## config.mk

```make
export PLATFORM = sky130hd
export DESIGN_NAME = midi_track_event_parser
export DESIGN_NICKNAME = d
export VERILOG_FILES = /design/src/mtep_pkg.sv /design/src/mtep_core.sv /design/src/mtep_out.sv /design/src/midi_track_event_parser.sv
export SDC_FILE = /design/constraint.sdc
export NUM_CORES = 1
export LEC_CHECK = 0
export BUFFER_PORTS_ARGS = -buffer_cell sky130_fd_sc_hd__buf_4
export CAP_MARGIN = 0
export CORE_ASPECT_RATIO = 0.7
export CORE_UTILIZATION = 55
export DETAILED_ROUTE_END_ITERATION = 10
export HOLD_SLACK_MARGIN = 0.03
export PLACE_DENSITY_LB_ADDON = 0.25
export RECOVER_POWER = 25
export SYNTH_ARGS = -nofsm -noshare
export SYNTH_HDL_FRONTEND = slang
export SYNTH_SLANG_ARGS = --single-unit
```

## constraint.sdc

```tcl
create_clock -name clk -period 15.15 [get_ports clk]
set_clock_uncertainty 0.15 [all_clocks]
set_input_delay 2.2725 -clock clk [delete_from_list [all_inputs] [get_ports clk]]
set_output_delay 2.2725 -clock clk [all_outputs]
set_load 0.03 [all_outputs]
```

## src/mtep_pkg.sv

```systemverilog
// Shared types and codes for the MIDI track event parser.
// Used by mtep_core, mtep_out and the top level; no dependencies.
package mtep_pkg;

  localparam int unsigned DATA_W  = 8;
  localparam int unsigned TIME_W  = 32;
  localparam int unsigned KIND_W  = 2;
  localparam int unsigned CHAN_W  = 4;
  localparam int unsigned OUT_DATA_W = 56;

  localparam logic [KIND_W-1:0] KIND_NOTE    = 2'd0;
  localparam logic [KIND_W-1:0] KIND_END     = 2'd1;
  localparam logic [KIND_W-1:0] KIND_OVERRUN = 2'd2;
  localparam logic [KIND_W-1:0] KIND_UNSUP   = 2'd3;

  typedef struct packed {
    logic              valid;
    logic [KIND_W-1:0] kind;
    logic [CHAN_W-1:0] channel;
    logic [DATA_W-1:0] note_number;
    logic [DATA_W-1:0] velocity;
    logic [TIME_W-1:0] abs_time;
  } result_t;

endpackage

```

## src/mtep_core.sv

```systemverilog
// Input byte register, parser state and per-byte update logic.
// Depends on mtep_pkg; feeds a valid result_t to mtep_out for each byte that yields an event.
module mtep_core (
  input  logic            clk,
  input  logic            rst_n,
  input  logic            in_tvalid,
  output logic            in_tready,
  input  logic [7:0]      in_tdata,
  input  logic            res_ready,
  output mtep_pkg::result_t res
);
  import mtep_pkg::*;

  localparam logic [3:0] PH_HEADER    = 4'd0;
  localparam logic [3:0] PH_DELTA     = 4'd1;
  localparam logic [3:0] PH_STATUS    = 4'd2;
  localparam logic [3:0] PH_META_TYPE = 4'd3;
  localparam logic [3:0] PH_META_LEN  = 4'd4;
  localparam logic [3:0] PH_SKIP      = 4'd5;
  localparam logic [3:0] PH_NOTE1     = 4'd6;
  localparam logic [3:0] PH_NOTE2     = 4'd7;
  localparam logic [3:0] PH_ERRSKIP   = 4'd8;

  // Status byte codes (high nibble unless noted)
  localparam logic [7:0] ST_META      = 8'hFF;
  localparam logic [3:0] ST_NOTE_OFF  = 4'h8;
  localparam logic [3:0] ST_NOTE_ON   = 4'h9;
  localparam logic [3:0] ST_POLY      = 4'hA;
  localparam logic [3:0] ST_CTRL      = 4'hB;
  localparam logic [3:0] ST_PROG      = 4'hC;
  localparam logic [3:0] ST_CHPRESS   = 4'hD;
  localparam logic [3:0] ST_BEND      = 4'hE;

  logic              in_vld_r;
  logic [DATA_W-1:0] in_byte_r;
  logic              fire;

  logic [3:0]        phase_r, phase_nxt;
  logic [2:0]        hdr_cnt_r, hdr_cnt_nxt;
  logic [TIME_W-1:0] bytes_left_r, bytes_left_nxt;
  logic [TIME_W-1:0] delta_r, delta_nxt;
  logic [TIME_W-1:0] run_time_r, run_time_nxt;
  logic [7:0]        skip_cnt_r, skip_cnt_nxt;
  logic [CHAN_W-1:0] chan_r, chan_nxt;
  logic [DATA_W-1:0] first_r, first_nxt;

  logic              done;
  logic              kind_vld;
  logic [KIND_W-1:0] kind;
  logic [DATA_W-1:0] b;
  logic [3:0]        hi_nib;

  assign fire      = in_vld_r && res_ready;
  assign in_tready = !in_vld_r || res_ready;
  assign b         = in_byte_r;
  assign hi_nib    = in_byte_r[7:4];

  // Hold the byte until the result slot can take its outcome.
  always_ff @(posedge clk) begin
    if (!rst_n) begin
      in_vld_r <= 1'b0;
    end else if (in_tvalid && in_tready) begin
      in_vld_r <= 1'b1;
    end else if (fire) begin
      in_vld_r <= 1'b0;
    end
    if (in_tvalid && in_tready) begin
      in_byte_r <= in_tdata;
    end
  end

  always_comb begin
    phase_nxt      = phase_r;
    hdr_cnt_nxt    = hdr_cnt_r;
    bytes_left_nxt = bytes_left_r;
    delta_nxt      = delta_r;
    run_time_nxt   = run_time_r;
    skip_cnt_nxt   = skip_cnt_r;
    chan_nxt       = chan_r;
    first_nxt      = first_r;
    done           = 1'b0;
    kind_vld       = 1'b0;
    kind           = KIND_END;

    if (phase_r == PH_HEADER || phase_r > PH_ERRSKIP) begin
      phase_nxt = PH_HEADER;
      if (hdr_cnt_r[2]) begin
        bytes_left_nxt = {bytes_left_r[TIME_W-9:0], b};
      end
      hdr_cnt_nxt = hdr_cnt_r + 3'd1;
      if (hdr_cnt_r == 3'd7) begin
        run_time_nxt = '0;
        delta_nxt    = '0;
        if (bytes_left_nxt == '0) begin
          kind_vld = 1'b1;
          kind     = KIND_END;
        end else begin
          phase_nxt = PH_DELTA;
        end
      end
    end else begin
      bytes_left_nxt = bytes_left_r - 32'd1;
      unique case (phase_r)
        PH_DELTA: begin
          delta_nxt = {delta_r[TIME_W-8:0], b[6:0]};
          if (!b[7]) begin
            run_time_nxt = run_time_r + delta_nxt;
            delta_nxt    = '0;
            phase_nxt    = PH_STATUS;
          end
        end
        PH_STATUS: begin
          if (b == ST_META) begin
            phase_nxt = PH_META_TYPE;
          end else if (hi_nib == ST_CTRL || hi_nib == ST_PROG || hi_nib == ST_CHPRESS) begin
            skip_cnt_nxt = 8'd1;
            phase_nxt    = PH_SKIP;
          end else if (hi_nib == ST_NOTE_OFF || hi_nib == ST_POLY || hi_nib == ST_BEND) begin
            skip_cnt_nxt = 8'd2;
            phase_nxt    = PH_SKIP;
          end else if (hi_nib == ST_NOTE_ON) begin
            chan_nxt  = b[3:0];
            phase_nxt = PH_NOTE1;
          end else begin
            kind_vld  = 1'b1;
            kind      = KIND_UNSUP;
            phase_nxt = PH_ERRSKIP;
          end
        end
        PH_META_TYPE: phase_nxt = PH_META_LEN;
        PH_META_LEN: begin
          skip_cnt_nxt = b;
          if (b == 8'd0) begin
            done = 1'b1;
          end else begin
            phase_nxt = PH_SKIP;
          end
        end
        PH_SKIP: begin
          skip_cnt_nxt = skip_cnt_r - 8'd1;
          done         = (skip_cnt_nxt == 8'd0);
        end
        PH_NOTE1: begin
          first_nxt = b;
          phase_nxt = PH_NOTE2;
        end
        PH_NOTE2: begin
          kind_vld = 1'b1;
          kind     = KIND_NOTE;
          done     = 1'b1;
        end
        default: ; // error skip: drop bytes until the chunk ends
      endcase

      if (done) begin
        phase_nxt = PH_DELTA;
      end

      if (bytes_left_nxt == '0) begin
        if (!kind_vld) begin
          kind_vld = 1'b1;
          kind     = (done || phase_nxt == PH_ERRSKIP) ? KIND_END : KIND_OVERRUN;
        end
        phase_nxt   = PH_HEADER;
        hdr_cnt_nxt = 3'd0;
      end
    end
  end

  always_ff @(posedge clk) begin
    if (!rst_n) begin
      phase_r      <= PH_HEADER;
      hdr_cnt_r    <= '0;
      bytes_left_r <= '0;
      delta_r      <= '0;
      run_time_r   <= '0;
      skip_cnt_r   <= '0;
      chan_r       <= '0;
      first_r      <= '0;
    end else if (fire) begin
      phase_r      <= phase_nxt;
      hdr_cnt_r    <= hdr_cnt_nxt;
      bytes_left_r <= bytes_left_nxt;
      delta_r      <= delta_nxt;
      run_time_r   <= run_time_nxt;
      skip_cnt_r   <= skip_cnt_nxt;
      chan_r       <= chan_nxt;
      first_r      <= first_nxt;
    end
  end

  always_comb begin
    res.valid       = fire && kind_vld;
    res.kind        = kind;
    res.channel     = (kind == KIND_NOTE) ? chan_r : '0;
    res.note_number = (kind == KIND_NOTE) ? first_r : '0;
    res.velocity    = (kind == KIND_NOTE) ? b : '0;
    res.abs_time    = run_time_nxt;
  end

  a_phase_legal: assert property (@(posedge clk) disable iff (!rst_n)
    phase_r <= PH_ERRSKIP)
    else $error("parser phase out of range");

  a_hdr_cnt_body: assert property (@(posedge clk) disable iff (!rst_n)
    phase_r != PH_HEADER |-> hdr_cnt_r == 3'd0)
    else $error("header count not cleared in chunk body");

  a_skip_nonzero: assert property (@(posedge clk) disable iff (!rst_n)
    phase_r == PH_SKIP |-> skip_cnt_r != 8'd0)
    else $error("skip phase with zero count");

  a_note_origin: assert property (@(posedge clk) disable iff (!rst_n)
    res.valid && res.kind == KIND_NOTE |-> phase_r == PH_NOTE2)
    else $error("note-on result outside velocity byte");

  a_empty_time: assert property (@(posedge clk) disable iff (!rst_n)
    res.valid && phase_r == PH_HEADER |-> res.abs_time == '0)
    else $error("header result with nonzero time");

endmodule

```

## src/mtep_out.sv

```systemverilog
// Result register for the MIDI track event parser.
// Depends on mtep_pkg; holds one result until the consumer takes it.
module mtep_out (
  input  logic              clk,
  input  logic              rst_n,
  input  mtep_pkg::result_t res,
  output logic              res_ready,
  output logic              out_tvalid,
  input  logic              out_tready,
  output logic [55:0]       out_tdata,
  output logic [1:0]        out_tuser
);
  import mtep_pkg::*;

  logic    out_vld_r;
  result_t out_r;

  assign res_ready  = !out_vld_r || out_tready;
  assign out_tvalid = out_vld_r;
  assign out_tuser  = out_r.kind;
  assign out_tdata  = {{(OUT_DATA_W - TIME_W - 2*DATA_W - CHAN_W){1'b0}},
                       out_r.abs_time, out_r.velocity, out_r.note_number, out_r.channel};

  always_ff @(posedge clk) begin
    if (!rst_n) begin
      out_vld_r <= 1'b0;
    end else if (res.valid) begin
      out_vld_r <= 1'b1;
    end else if (out_tready) begin
      out_vld_r <= 1'b0;
    end
    if (res.valid) begin
      out_r <= res;
    end
  end

endmodule

```

## src/midi_track_event_parser.sv

```systemverilog
// MIDI track chunk parser: one byte of the chunk in; note-on, chunk end, overrun and unsupported-status events out.
// A byte accepted into the byte register shows its result, if any, from the result register.
// Throughput: one byte per cycle while out_tready stays high; a waiting result lets one
//   more byte into the byte register, then any byte stalls until out_tready returns.
// Reset (rst_n low, synchronous): parser expects a chunk tag, counts and
//   running time clear, both pipeline registers empty.
module midi_track_event_parser (
  input  logic        clk,
  input  logic        rst_n,
  input  logic        in_tvalid,
  output logic        in_tready,
  input  logic [7:0]  in_tdata,   // [7:0] data_byte
  output logic        out_tvalid,
  input  logic        out_tready,
  output logic [55:0] out_tdata,  // [3:0] channel, [11:4] note_number,
                                  // [19:12] velocity, [51:20] abs_time, [55:52] zero
  output logic [1:0]  out_tuser   // [1:0] kind
);
  import mtep_pkg::*;

  result_t res;
  logic    res_ready;

  // Byte register, chunk/event state and the per-byte update.
  mtep_core u_core (
    .clk       (clk),
    .rst_n     (rst_n),
    .in_tvalid (in_tvalid),
    .in_tready (in_tready),
    .in_tdata  (in_tdata),
    .res_ready (res_ready),
    .res       (res)
  );

  // Hold each result until the downstream request completes.
  mtep_out u_out (
    .clk        (clk),
    .rst_n      (rst_n),
    .res        (res),
    .res_ready  (res_ready),
    .out_tvalid (out_tvalid),
    .out_tready (out_tready),
    .out_tdata  (out_tdata),
    .out_tuser  (out_tuser)
  );

endmodule
```

# After elaboration in Yosys (flattened, before gate mapping)
# Index checks and enable logic that the tools add are counted.
[totals]
out_inout_bits = 60
mem_count = 0
register_bits = 180
romBits = 0
ram_bits = 0
inputBits = 12
latch_bits = 0
[op_classes]
n_reduce_logical = 29
div_mod_pow = 0
n_eq_ne = 20
n_mul = 0
order_cmp = 1
n_mux = 56
shifts = 0
bitwise_logic = 4
addsub = 4
[ops]
columns = ["operator", "count"]
rows = [
  ["$mux W32", 7],
  ["$mux W25", 4],
  ["$logic_not A32 Y1", 2],
  ["$mux W4", 11],
  ["$add A32 B32 Y32", 1],
  ["$eq A4 B4 Y1 const B", 8],
  ["$sub A32 B1 Y32 const B", 1],
  ["$mux W8", 3],
  ["$pmux W8 S3", 1],
  ["$pmux W4 S5", 1],
  ["$eq A4 B3 Y1 const B", 4],
  ["$logic_not A8 Y1", 2],
  ["$mux W1", 16],
  ["$mux W2", 8],
  ["$eq A4 B2 Y1 const B", 2],
  ["$eq A8 B8 Y1 const B", 1],
  ["$logic_or A1 B1 Y1", 8],
  ["$reduce_bool A2 Y1", 4],
  ["$sub A8 B1 Y8 const B", 1],
  ["$reduce_and A7 Y1", 1],
  ["$mux W3", 2],
  ["$reduce_and A3 Y1", 2],
  ["$reduce_and A5 Y1", 1],
  ["$eq A4 B1 Y1 const B", 1],
  ["other kinds (15)", 22],
]

# Depth between registers and ports, before layout
[depth]
ltp_word = 16
ltp_mapped = 12
ltp_nobuf = 12

# Cells and area by module
# Synthesis repeated with hierarchy kept, for this count alone.
[unflattened]
cells_unflattened = 1257
area_unflattened_um2 = 10676.5
[modules_own_cells]
columns = ["mod", "n_inst", "cells_each", "area_each_um2"]
rows = [
  ["mtep_core", 1, 1194, 8972.4],
  ["mtep_out", 1, 63, 1704.1],
]

# Least setup slack after synthesis
# No wires, ideal clock.
[synth_timing]
kind = "input to register"
start = "in out_tready"
end = "reg u_out.out_r (netlist bit u_out.out_tdata[0]), enable pin"
path_stages = 5
setup_ns = 0.532
setup_slack_ns = 7.767
required_ns = 14.468
arrival_time_ns = 6.701
cell_sequence = "nand2b_1 > nand2_1 > clkbuf_1 > buf_1 > nor3_1"
[synth_lines]
columns = ["element", "line", "source"]
rows = [
  ["start, declared", "midi_track_event_parser.sv:14", "input logic out_tready,"],
  ["end signal, assigned", "mtep_out.sv:33", "out_r <= res;"],
  ["end, declared", "mtep_out.sv:16", "result_t out_r;"],
]

==> out/results.tsv <==
stage	metric	value	unit
sta	hold_violations	0	
critical_path	crit_path_cell_trace	clkbuf_1, o21ai_0, a311oi_1	
yosys	async_flop_share	0	
power_and_ir_drop	pwr-share-comb	0.115	
clocking	ctsHoldBuffers	0	
routing	drc	0	
die	fp.coreArea	18100	um^2
layout	area_growth	10.3	%
sta	rsz0062_at_grt	false	
clocking	cts_resized	0	
clocking	cts_made_buffers	17	
die	num_rows	41	
critical_path	slowest_delay	3200	ps
clocking	cts_setup_buffers	0	
critical_path	cp.arrival	6450	ps
die	initial_utilization	0.566	
clocking	cts-root-buf	clkbuf_16	
sta	fmax	159	MHz
sta	fin_tns_setup	0	ps
placement	globalplace.congestion	0.963	
layout	num_antenna_cells	0	
clocking	cts.reportedPaths.clkPinSlew	70	ps
routing	via_count	9050	
power_and_ir_drop	power_density	98.2	nW/um^2
yosys	ys_ff_latch	180	
job	max_cap_viol_count	3	
layout	final_common_cell	dfxtp_1	
yosys	synth_top_flop_cell	dfxtp_1	
layout	nets	1233	
yosys	netlist_instances	1172	
sta	final_max_slew_viol_count	196	
placement	portBuffers	67	
clocking	insertion_delay	430	ps
yosys	yosys-top-cells-area	dfxtp_1 23%, edfxtp_1 18%, o21ai_0 4.9%	
routing	dr.pass1.iters	5	
routing	ant_nets	0	
sta	max_slew.worst_pin.slew	4660	ps
power_and_ir_drop	max-vdd-ir-drop	0.0683	mV
critical_path	critPathTopFamily	buffers and inverters	
placement	place_hpwl	17800	um
yosys	syn_area	10200	um^2
power_and_ir_drop	p_sw_frac	0.266	
die	die_x	165	um
yosys	synth_area_per_cell	8.74	um^2
critical_path	crit_fanout	120	
sta	min_period	6280	ps
critical_path	cp_slowest_cell	clkbuf_1	
layout	drive_gt1_frac	0.0962	
layout	final_util	0.624	
critical_path	crit_type	primary input to flop	
yosys	seq_area_frac_synth	0.412	
die	io_pins	72	
global_routing	grt_pass1_wl	44200	um
yosys	synth-edff-count	62	
hold_path	hold_path.class	flop to flop	
critical_path	crit_path_start_kind	primary input	
global_routing	grt_util_all_layers	0.299	
global_routing	antenna_found_initial	0	
clocking	clk_path_buf_depth	2	
routing	avgViaCountPerCell	6.32	
global_routing	grt_pass1_vias	8179	
die	die_h	116	um
sta	setup_viol	0	
clocking	cts_tree	done	
yosys	synth.top_cell.area_share	0.231	
global_routing	grt_max_degree	121	
critical_path	cp.required	15330	ps
routing	drt_iter0_markers	959	
critical_path	cp-end-kind	flop	
run_status	outcome	finished with violations	
clocking	clock_sinks	180	
yosys	netlist.top_cell.by_area	dfxtp_1	
routing	wl_per_cell	19.5	um
global_routing	grt_overflow	0	
power_and_ir_drop	p_sw	0.296	mW
power_and_ir_drop	leakagePower	4.33	nW
sta	relSlewSlack	-2.11	
sta	period_share	0.414	
power_and_ir_drop	p_int	0.814	mW
run_status	violations	max-capacitance violations, max-slew violations	
yosys	yosysWarnings	0	
yosys	synth_cell_type_count	77	
routing	wirelength	27900	um
die	die-area	19200	um^2
layout	mostFrequentLayoutCells	118 x dfxtp_1, 100 x o21ai_0, 96 x nand2_1	
clocking	cts_max_level	4	
critical_path	timing.critical_path.buf_inv	1	
power_and_ir_drop	pwr-share-seq	0.470	
power_and_ir_drop	p_clk_frac	0.415	
## through the flow
| step | cells | power [mW] | cell area [um^2] | setup slack [ps] | hold WS, ps |
|---|---|---|---|---|---|
| 2_1_floorplan | 1175 | 0.621 | 10300 | 7770 | 298 |
| 3_3_place_gp | 1400 | 0.654 | 10800 | 9950 | 308 |
| 3_5_place_dp | 1400 | 0.656 | 10800 | 9930 | 321 |
| 4_1_cts | 1432 | 1.11 | 11400 | 9930 | 332 |
| 5_1_grt | 1432 | 1.15 | 11300 | 8330 | 352 |
| 6_report | 1432 | 1.11 | 11300 | 8870 | 335 |
## worst reg2reg max path: stages, from the launching register on
cell and delay [ps]:
dfxtp_1 310, clkbuf_1 1290, nor3_1 370, xor2_2 250, clkbuf_1 580, a21oi_1 1870
nand2b_1 390, a32oi_1 90, nor2b_1 140
## flip-flops by register name (all words and copies together) (netlist names)
name,count
u_core.hdr_cnt_r,3
u_out.out_tvalid,1
u_core.chan_r,4
u_core.delta_r,25
u_out.out_tdata,52
u_core.b,8
u_out.out_tuser,2
u_core.first_r,8
u_core.phase_r,4
u_core.run_time_r,32
u_core.in_vld_r,1
u_core.skip_cnt_r,8
u_core.bytes_left_r,32
## power by group through the flow
stage	clock network, mW	logic (mW)	registers, mW
final	0.461	0.127	0.522
after CTS	0.465	0.125	0.521
after floorplan	0	0.0923	0.529
after detailed placement	0	0.124	0.532
after global routing	0.486	0.139	0.522
after global placement	0	0.123	0.532
## metal layers
metal | share of wire | routed length, um | track usage
met5 | 0 | 0 | 0
met4 | 0.011 | 307 | 0.0844
met3 | 0.095 | 2650 | 0.0621
met2 | 0.41 | 11500 | 0.420
met1 | 0.48 | 13500 | 0.458
## synth_stat cells, drive strengths merged (25+ instances only)
master	n
ha	37
xnor2	27
edfxtp	62
o21ai	101
clkbuf	71
nor2b	57
dfxtp	118
nor2	94
and3	26
nor3	36
xor2	25
a22oi	26
a21oi	78
nand3	32
nand2	97
## final cells by class
cell class / count / area (um^2)
Clock buffer: 18 / 429
Clock inverter: 14 / 174
Fill cell: 1587 / 6810
Inverter: 21 / 78.8
Multi-Input combinational cell: 885 / 5610
Sequential cell: 180 / 4220
Tap cell: 236 / 295
Timing Repair Buffer: 78 / 488
## final timing paths
path	start	end	slack, ps	depth (start not counted)
min	u_core.hdr_cnt_r[1]	u_core.hdr_cnt_r[1]	340	2
max reg2reg	u_core.phase_r[0]	u_core.run_time_r[23]	9640	8
min reg2reg	u_core.hdr_cnt_r[1]	u_core.hdr_cnt_r[1]	340	2
max	rst_n	u_core.bytes_left_r[30]	8870	3
## kinds of logic after synthesis
group	synth area share
xor gates and xnor gates	0.0445
muxes	0.0147
and+or+nand+nor	0.219
AOI/OAI and AO/OA	0.218
other	0.000366
DFF	0.412
buffers and inverters	0.0439
adders and majority gates	0.0472
(Power assumes the default switching activity.)
